$ cat config.mk
export PLATFORM = sky130hd
export DESIGN_NAME = byte_stack_with_search_and_reverse_unit
export DESIGN_NICKNAME = d
export VERILOG_FILES = /design/src/rtl/bsr_pkg.sv /design/src/rtl/bsr_cell.sv /design/src/rtl/bsr_ctrl.sv /design/src/rtl/byte_stack_with_search_and_reverse_unit.sv
export SDC_FILE = /design/constraint.sdc
export NUM_CORES = 1
export LEC_CHECK = 0
export BUFFER_PORTS_ARGS = -buffer_cell sky130_fd_sc_hd__buf_2
export CAP_MARGIN = 30
export CORE_MARGIN = 2
export CORE_UTILIZATION = 40
export DETAILED_ROUTE_END_ITERATION = 8
export GPL_TIMING_DRIVEN = 0
export SETUP_SLACK_MARGIN = 0.15
export SKIP_CTS_REPAIR_TIMING = 1
export SYNTH_ARGS = -nofsm -noshare
export SYNTH_HDL_FRONTEND = slang
export SYNTH_SLANG_ARGS = --single-unit
$ cat constraint.sdc
create_clock -name clk -period 4.2 [get_ports clk]
set_input_delay 0.84 -clock clk [delete_from_list [all_inputs] [get_ports clk]]
set_output_delay 0.84 -clock clk [all_outputs]
set_load 0.01 [all_outputs]
$ cat src/rtl/bsr_pkg.sv
// ----------------------------------------------------------------------------
// bsr_pkg: shared types and constants of the byte stack unit
// Command and error codes, transaction structs and the cell control word.
// ----------------------------------------------------------------------------
package bsr_pkg;

  localparam int DEPTH_DEF     = 16;
  localparam int MAX_POP_DEF   = 9;
  localparam int OUT_CNT_W     = 5;
  localparam logic [7:0] UNDERFLOW_BYTE = 8'h20;

  typedef enum logic [2:0] {
    CMD_PUSH    = 3'd0,
    CMD_POP     = 3'd1,
    CMD_SEARCH  = 3'd2,
    CMD_REPLACE = 3'd3,
    CMD_CLEAR   = 3'd4,
    CMD_REVERSE = 3'd5,
    CMD_POP_N   = 3'd6,
    CMD_QUERY   = 3'd7
  } cmd_t;

  typedef enum logic [1:0] {
    ERR_NONE     = 2'd0,
    ERR_EMPTY    = 2'd1,
    ERR_OVERFLOW = 2'd2
  } err_t;

  // What every cell does at the next clock edge.
  typedef enum logic [2:0] {
    CELL_HOLD,
    CELL_PUSH,
    CELL_POP,
    CELL_WRITE,
    CELL_REV
  } cell_op_t;

  typedef struct packed {
    cell_op_t   op;
    logic [7:0] key;
  } bsr_cell_ctl_t;

  typedef struct packed {
    logic [2:0] cmd;
    logic [7:0] item_value;
    logic [3:0] pop_count;
  } bsr_in_t;

  typedef struct packed {
    logic [7:0]           popped_value;
    logic                 popped_valid;
    logic                 found;
    logic [1:0]           error_code;
    logic [OUT_CNT_W-1:0] element_count;
    logic                 is_empty;
    logic [7:0]           top_byte;
    logic [7:0]           bottom_byte;
    logic                 last;
  } bsr_out_t;

  // Per-result fields that belong to the command rather than to the stack.
  typedef struct packed {
    logic [7:0] popped_value;
    logic       popped_valid;
    logic       found;
    logic [1:0] error_code;
    logic       last;
  } bsr_desc_t;

endpackage

$ cat src/rtl/bsr_cell.sv
// ----------------------------------------------------------------------------
// bsr_cell: one byte cell of the stack row
// Holds one byte, shifts with its neighbors on push and pop, takes its
// mirrored partner on reverse, and compares itself against the search key.
// ----------------------------------------------------------------------------
module bsr_cell #(
  parameter bit IS_HEAD = 1'b0
) (
  input  logic                   clk,
  input  bsr_pkg::bsr_cell_ctl_t ctl,
  input  logic [7:0]             from_above,
  input  logic [7:0]             from_below,
  input  logic [7:0]             rev_src,
  input  logic                   in_use,
  output logic [7:0]             value,
  output logic                   match
);
  import bsr_pkg::*;

  logic [7:0] value_r;
  logic [7:0] value_nxt;

  always_comb begin
    value_nxt = value_r;
    case (ctl.op)
      CELL_PUSH:  value_nxt = from_above;
      CELL_POP:   value_nxt = from_below;
      CELL_WRITE: value_nxt = IS_HEAD ? from_above : value_r;
      CELL_REV:   value_nxt = in_use ? rev_src : value_r;
      default:    value_nxt = value_r;
    endcase
  end

  always_ff @(posedge clk) begin
    value_r <= value_nxt;
  end

  assign value = value_r;
  assign match = in_use && (value_r == ctl.key);

endmodule

$ cat src/rtl/bsr_ctrl.sv
// ----------------------------------------------------------------------------
// bsr_ctrl: command decode, fill count and pop-many sequencing
// Turns each command into a cell operation, keeps the element count and
// registers the per-result fields, one result per cycle.
// ----------------------------------------------------------------------------
module bsr_ctrl #(
  parameter int DEPTH         = bsr_pkg::DEPTH_DEF,
  parameter int MAX_MULTI_POP = bsr_pkg::MAX_POP_DEF,
  localparam int CNT_W        = $clog2(DEPTH + 1)
) (
  input  logic               clk,
  input  logic               rst_n,
  input  logic               start,
  input  bsr_pkg::bsr_in_t   in_data,
  input  logic [7:0]         head_byte,
  input  logic               found_any,
  output logic               busy,
  output bsr_pkg::cell_op_t  cell_op,
  output logic [CNT_W-1:0]   fill,
  output logic               out_valid,
  output bsr_pkg::bsr_desc_t desc
);
  import bsr_pkg::*;

  localparam int REM_W = $clog2(MAX_MULTI_POP + 1);
  localparam int CMP_W = (REM_W > 4) ? REM_W : 4;

  logic [CNT_W-1:0] fill_r, fill_nxt;
  logic [REM_W-1:0] rem_r, rem_nxt;
  logic             valid_r, valid_nxt;
  bsr_desc_t        desc_r, desc_nxt;
  logic             accept;
  logic             empty;
  logic [CMP_W-1:0] req_cnt;

  assign accept = start && (rem_r == '0);
  assign empty  = (fill_r == '0);

  always_comb begin
    if (CMP_W'(in_data.pop_count) > CMP_W'(MAX_MULTI_POP)) begin
      req_cnt = CMP_W'(MAX_MULTI_POP);
    end else begin
      req_cnt = CMP_W'(in_data.pop_count);
    end
  end

  always_comb begin
    fill_nxt  = fill_r;
    rem_nxt   = rem_r;
    valid_nxt = 1'b0;
    cell_op   = CELL_HOLD;
    desc_nxt  = '{popped_value: 8'h00, popped_valid: 1'b0, found: 1'b0,
                  error_code: ERR_NONE, last: 1'b1};
    if (accept) begin
      valid_nxt = 1'b1;
      case (cmd_t'(in_data.cmd))
        CMD_PUSH: begin
          if (fill_r == CNT_W'(DEPTH)) begin
            desc_nxt.error_code = ERR_OVERFLOW;
          end else begin
            cell_op  = CELL_PUSH;
            fill_nxt = fill_r + CNT_W'(1);
          end
        end
        CMD_POP, CMD_POP_N: begin
          if ((cmd_t'(in_data.cmd) == CMD_POP_N) && (in_data.pop_count == 4'd0)) begin
            cell_op = CELL_HOLD;
          end else begin
            desc_nxt.popped_valid = 1'b1;
            if (cmd_t'(in_data.cmd) == CMD_POP_N) begin
              rem_nxt       = REM_W'(req_cnt - CMP_W'(1));
              desc_nxt.last = (req_cnt == CMP_W'(1));
            end
            if (empty) begin
              desc_nxt.popped_value = UNDERFLOW_BYTE;
              desc_nxt.error_code   = ERR_EMPTY;
            end else begin
              desc_nxt.popped_value = head_byte;
              cell_op               = CELL_POP;
              fill_nxt              = fill_r - CNT_W'(1);
            end
          end
        end
        CMD_SEARCH: begin
          desc_nxt.found = found_any;
        end
        CMD_REPLACE: begin
          if (empty) begin
            desc_nxt.error_code = ERR_EMPTY;
          end else begin
            cell_op = CELL_WRITE;
          end
        end
        CMD_CLEAR: begin
          fill_nxt = '0;
        end
        CMD_REVERSE: begin
          cell_op = CELL_REV;
        end
        default: begin
          cell_op = CELL_HOLD;
        end
      endcase
    end else if (rem_r != '0) begin
      // Further pops of a pop-many command, one per cycle.
      valid_nxt             = 1'b1;
      rem_nxt               = rem_r - REM_W'(1);
      desc_nxt.popped_valid = 1'b1;
      desc_nxt.last         = (rem_r == REM_W'(1));
      if (empty) begin
        desc_nxt.popped_value = UNDERFLOW_BYTE;
        desc_nxt.error_code   = ERR_EMPTY;
      end else begin
        desc_nxt.popped_value = head_byte;
        cell_op               = CELL_POP;
        fill_nxt              = fill_r - CNT_W'(1);
      end
    end
  end

  always_ff @(posedge clk) begin
    if (!rst_n) begin
      fill_r  <= '0;
      rem_r   <= '0;
      valid_r <= 1'b0;
    end else begin
      fill_r  <= fill_nxt;
      rem_r   <= rem_nxt;
      valid_r <= valid_nxt;
    end
  end

  always_ff @(posedge clk) begin
    desc_r <= desc_nxt;
  end

  assign busy      = (rem_r != '0);
  assign fill      = fill_r;
  assign out_valid = valid_r;
  assign desc      = desc_r;

endmodule

$ cat src/rtl/byte_stack_with_search_and_reverse_unit.sv
// ----------------------------------------------------------------------------
// byte_stack_with_search_and_reverse_unit: bounded LIFO stack of bytes
// Register-cell stack with push, pop, pop-many, search, replace-top, clear,
// reverse and status query.
// ----------------------------------------------------------------------------
// A command is taken on a clock edge where start is high and busy is low.
// Its result appears on out_data, marked by out_valid, in the cycle right
// after that edge and stays for exactly one cycle; the receiver cannot hold
// it, so it must capture every result when out_valid is high. Every command
// gives a single result, except pop-many, which produces one result per
// cycle, min(pop_count, MAX_MULTI_POP) of them, or one when pop_count is
// zero, and holds busy high after the first of them until the last pop has
// been done, as the stack row shifts by one position per cycle. A new
// command may be started in the same cycle that the final result of the
// previous one is shown. Each result carries the element count and the top
// and bottom bytes as they stand after the operation it reports. The stack
// resets empty, and no clearing pass is needed.
// ----------------------------------------------------------------------------
module byte_stack_with_search_and_reverse_unit #(
  parameter int DEPTH         = bsr_pkg::DEPTH_DEF,
  parameter int MAX_MULTI_POP = bsr_pkg::MAX_POP_DEF
) (
  input  logic              clk,
  input  logic              rst_n,
  input  logic              start,
  output logic              busy,
  input  bsr_pkg::bsr_in_t  in_data,
  output logic              out_valid,
  output bsr_pkg::bsr_out_t out_data
);
  import bsr_pkg::*;

  localparam int CNT_W = $clog2(DEPTH + 1);
  localparam int IDX_W = $clog2(DEPTH);

  // Cell 0 is the top of the stack; cell fill-1 holds the bottom byte.
  logic [7:0]       cell_val [DEPTH];
  logic [DEPTH-1:0] cell_match;
  logic [CNT_W-1:0] fill;
  cell_op_t         cell_op;
  bsr_cell_ctl_t    cell_ctl;
  bsr_desc_t        desc;
  logic [CNT_W-1:0] bottom_pos;

  assign cell_ctl = '{op: cell_op, key: in_data.item_value};

  bsr_ctrl #(
    .DEPTH         (DEPTH),
    .MAX_MULTI_POP (MAX_MULTI_POP)
  ) u_ctrl (
    .clk       (clk),
    .rst_n     (rst_n),
    .start     (start),
    .in_data   (in_data),
    .head_byte (cell_val[0]),
    .found_any (|cell_match),
    .busy      (busy),
    .cell_op   (cell_op),
    .fill      (fill),
    .out_valid (out_valid),
    .desc      (desc)
  );

  // The row of cells. Push shifts toward higher cells, pop toward cell 0;
  // on reverse each occupied cell loads its mirror position in the
  // occupied range, so the old bottom byte becomes the new top byte.
  for (genvar i = 0; i < DEPTH; i++) begin : g_cell
    logic [CNT_W-1:0] rev_pos;
    logic [7:0]       above;
    logic [7:0]       below;
    logic             used;

    assign rev_pos = fill - CNT_W'(1) - CNT_W'(i);
    assign used    = (CNT_W'(i) < fill);

    if (i == 0) begin : g_head
      assign above = in_data.item_value;
    end else begin : g_body
      assign above = cell_val[i-1];
    end

    if (i == DEPTH - 1) begin : g_tail
      assign below = cell_val[i];
    end else begin : g_inner
      assign below = cell_val[i+1];
    end

    bsr_cell #(
      .IS_HEAD (i == 0)
    ) u_cell (
      .clk        (clk),
      .ctl        (cell_ctl),
      .from_above (above),
      .from_below (below),
      .rev_src    (cell_val[rev_pos[IDX_W-1:0]]),
      .in_use     (used),
      .value      (cell_val[i]),
      .match      (cell_match[i])
    );
  end

  // Status fields come from the live stack, which during the cycle a result
  // is shown still holds the state left by the operation it reports.
  assign bottom_pos = fill - CNT_W'(1);

  always_comb begin
    out_data.popped_value  = desc.popped_value;
    out_data.popped_valid  = desc.popped_valid;
    out_data.found         = desc.found;
    out_data.error_code    = desc.error_code;
    out_data.last          = desc.last;
    out_data.element_count = OUT_CNT_W'(fill);
    out_data.is_empty      = (fill == '0);
    if (fill == '0) begin
      out_data.top_byte    = 8'h00;
      out_data.bottom_byte = 8'h00;
    end else begin
      out_data.top_byte    = cell_val[0];
      out_data.bottom_byte = cell_val[bottom_pos[IDX_W-1:0]];
    end
  end

endmodule
==> impl_metrics.yaml <==
worst_setup_path:
  critical_path_class: "flop to output pin"
  timing.rr.start: "u_ctrl.fill[1]"
  worstPathArrival_ns: 3.22
  reg2reg_depth: 12
  reg2reg_slack_ns: 0.22
  critPathLaunchType: "flop"
  setup.worst_path.end_class: "output pin"
  crit_fanout: 10
  rr_endpoint: "g_cell[2].u_cell.value[5]"
  required_ns: 3.36
sta:
  max_slew_margin: 0.283
  tns_ns: 0
  rsz0062_at_grt: "false"
  slew_violations: 0
  finalClockSkew_ns: 0.0176
  setup_viol: 0
  fin_crit_ns: 4.06
  worstMarginPinSlew_ns: 1.07
  fmax_mhz: 246
  finalHoldViolations: 0
  timing.final.crit_share: 0.966
synth:
  syn_inst: 1329
  synth_area_sq_um: 14900
  synth_warnings: 0
  ys_seq_elements: 151
  synthDistinctLibCells: 56
  avgSynthCellArea_sq_um: 11.2
  synthDominantCellAreaShare: 0.266
  yosys-top-cells-area: "mux4_2 27%, edfxtp_1 26%, xnor2_1 5.9%"
  synthFlopType: "edfxtp_1"
  async_flop_share: 0
  synth_edf_count: 128
  yosys.area.top_type: "mux4_2"
  syn-num-nets: 1362
  synth_seq_area_share: 0.289
routing:
  drt-total-wl_um: 81500
  drt-initial-drc-count: 2802
  drt-pass1-iter-count: 6
  drt-vias-per-instance: 7.57
  wl_per_cell_um: 42.7
  drc: 0
  final_antenna_net_count: 0
  dr_total_vias: 14500
layout:
  areaGrowthSynthToFinish_pct: 13.9
  fin_nets: 1461
  final_util: 0.463
  fill_cells: 3400
  fin_area_sq_um: 17000
  stdcell_count: 1910
  final_layout_size_suffix_gt1_frac: 0.308
floorplan:
  initial_core_util: 0.407
  io_pins: 55
  coreArea_sq_um: 36600
  die_y_um: 197
  die_area_sq_um: 38800
  die_width_um: 197
  std_cell_rows: 70
placement:
  dp_hpwl_um: 59800
  io_buffers: 44
  gp_congestion: 1.06
  place_area_sq_um: 15900
  dp_cells: 1862
global_route:
  grt_overflow_total: 0
  grt_pass1_vias: 13400
  grt_max_degree: 17
  grt_pass1_wl_um: 110000
  antenna_found_initial: 1
  grt.total_usage: 0.421
clock_tree:
  htree_levels: 4
  clk_latency_ns: 0.48
  clk_path_buf_depth: 2
  cts.sinks: 151
  cts_root_buf: "clkbuf_16"
  numCtsBuffers: 17
  clk_pin_slew_ns: 0.07
  cts_tree: "built"
outcome:
  status: "completed"
worst_hold_path:
  hold_class: "flop to flop"
  min_from: "u_ctrl.rem_r[1]"
  min_to: "u_ctrl.rem_r[1]"
  hold_path_depth: 2
flow_run:
  maxCapViolCount: 0
cell type report:
type | count | area, sq um | area share
Clock inverter | 8 | 78.8 | 0.00465
Timing Repair Buffer | 81 | 576 | 0.0339
Multi-Input combinational cell | 1039 | 10100 | 0.596
Sequential cell | 151 | 4310 | 0.254
Buffer | 126 | 689 | 0.0406
Antenna cell | 1 | 2.50 | 0.000147
Clock buffer | 24 | 547 | 0.0322
Inverter | 12 | 58.8 | 0.00347
Tap cell | 468 | 586 | 0.0345
worst max-delay path, stage by stage, from the launching register on:
cell,delay [ns]
dfxtp_4,0.39
buf_8,0.15
clkinvlp_4,0.11
ha_4,0.31
buf_4,0.17
buf_12,0.15
buf_12,0.16
buf_12,0.16
mux4_2,0.38
mux2_2,0.33
o21ai_4,0.16
nor2_1,0.07
buf_2,0.17
flip-flops by register name, summed over array words and instances, names as in the netlist:
name	cells
u_ctrl.desc	13
u_ctrl.out_valid	1
g_cell.u_cell.value	128
u_ctrl.fill	5
u_ctrl.rem_r	4
cells in the final DEF, fill, tap and decap left out, types with 14 or more instances in the layout:
master	instances
a22oi_1	112
xor2_1	37
nand2_1	154
buf_2	84
edfxtp_1	128
mux2_2	61
clkbuf_16	21
mux4_2	176
nor2_1	45
nor3_1	14
xnor2_1	101
dfxtp_1	21
a21oi_1	34
clkbuf_1	57
o21ai_0	68
buf_4	32
mux2i_1	63
nand4_1	26
ha_1	14
cells by family (layout without fill, tap and decap cells):
group	Yosys count	after routing	synth area share
DFF	151	151	0.289
xor gates and xnor gates	141	141	0.0847
adders and majority gates	15	15	0.0126
AOI/OAI and AO/OA	290	290	0.128
buffers and inverters	139	251	0.0409
muxes	304	304	0.358
other	0	1	0
and+or+nand+nor	289	289	0.0876
metal layers:
metal / share of wire / wire, um / vias to the layer above / track usage
li1: - / - / 5449 / -
met1: 0.35 / 28700 / 7100 / 0.519
met2: 0.40 / 32600 / 1546 / 0.594
met3: 0.16 / 13000 / 357 / 0.192
met4: 0.089 / 7240 / 2 / 0.270
met5: 0.00059 / 48 / - / 0.0102
worst max-delay path by stage:
stage | from | to | cells past startpoint
2_1_floorplan | u_ctrl.fill[1] | g_cell[14].u_cell.value[7] | 14
3_3_place_gp | u_ctrl.fill[1] | g_cell[2].u_cell.value[6] | 14
3_5_place_dp | u_ctrl.fill[1] | g_cell[2].u_cell.value[6] | 14
4_1_cts | u_ctrl.fill[1] | out_data[8] | 12
5_1_grt | u_ctrl.fill[1] | out_data[8] | 12
6_report | u_ctrl.fill[1] | out_data[8] | 12
synth_stat cells, types with 9 or more instances:
library cell	instances
o21ai_1	11
nor2_1	46
mux2i_1	64
nand4_1	26
a31oi_1	9
xor2_1	38
nor4_1	9
nor3_1	15
dfxtp_1	23
buf_2	43
buf_4	9
mux2_2	64
a22oi_1	112
clkbuf_1	67
ha_1	15
mux4_2	176
nor2b_1	11
a21oi_1	35
inv_1	10
a211oi_1	11
xnor2_1	101
edfxtp_1	128
nand2_1	154
o21ai_0	76
per-stage QoR:
step / setup WS, ns / hold slack [ns]
finish: 0.142 / 0.527
global route: 0.132 / 0.553
CTS: -1.65 / 0.534
detailed placement: -1.52 / 0.526
global placement: -1.45 / 0.514
floorplan: 0.00587 / 0.491
Power is left out: the tool's default activity adds up to more than one toggle a clock period on the data nets, which glitch-free logic cannot reach.
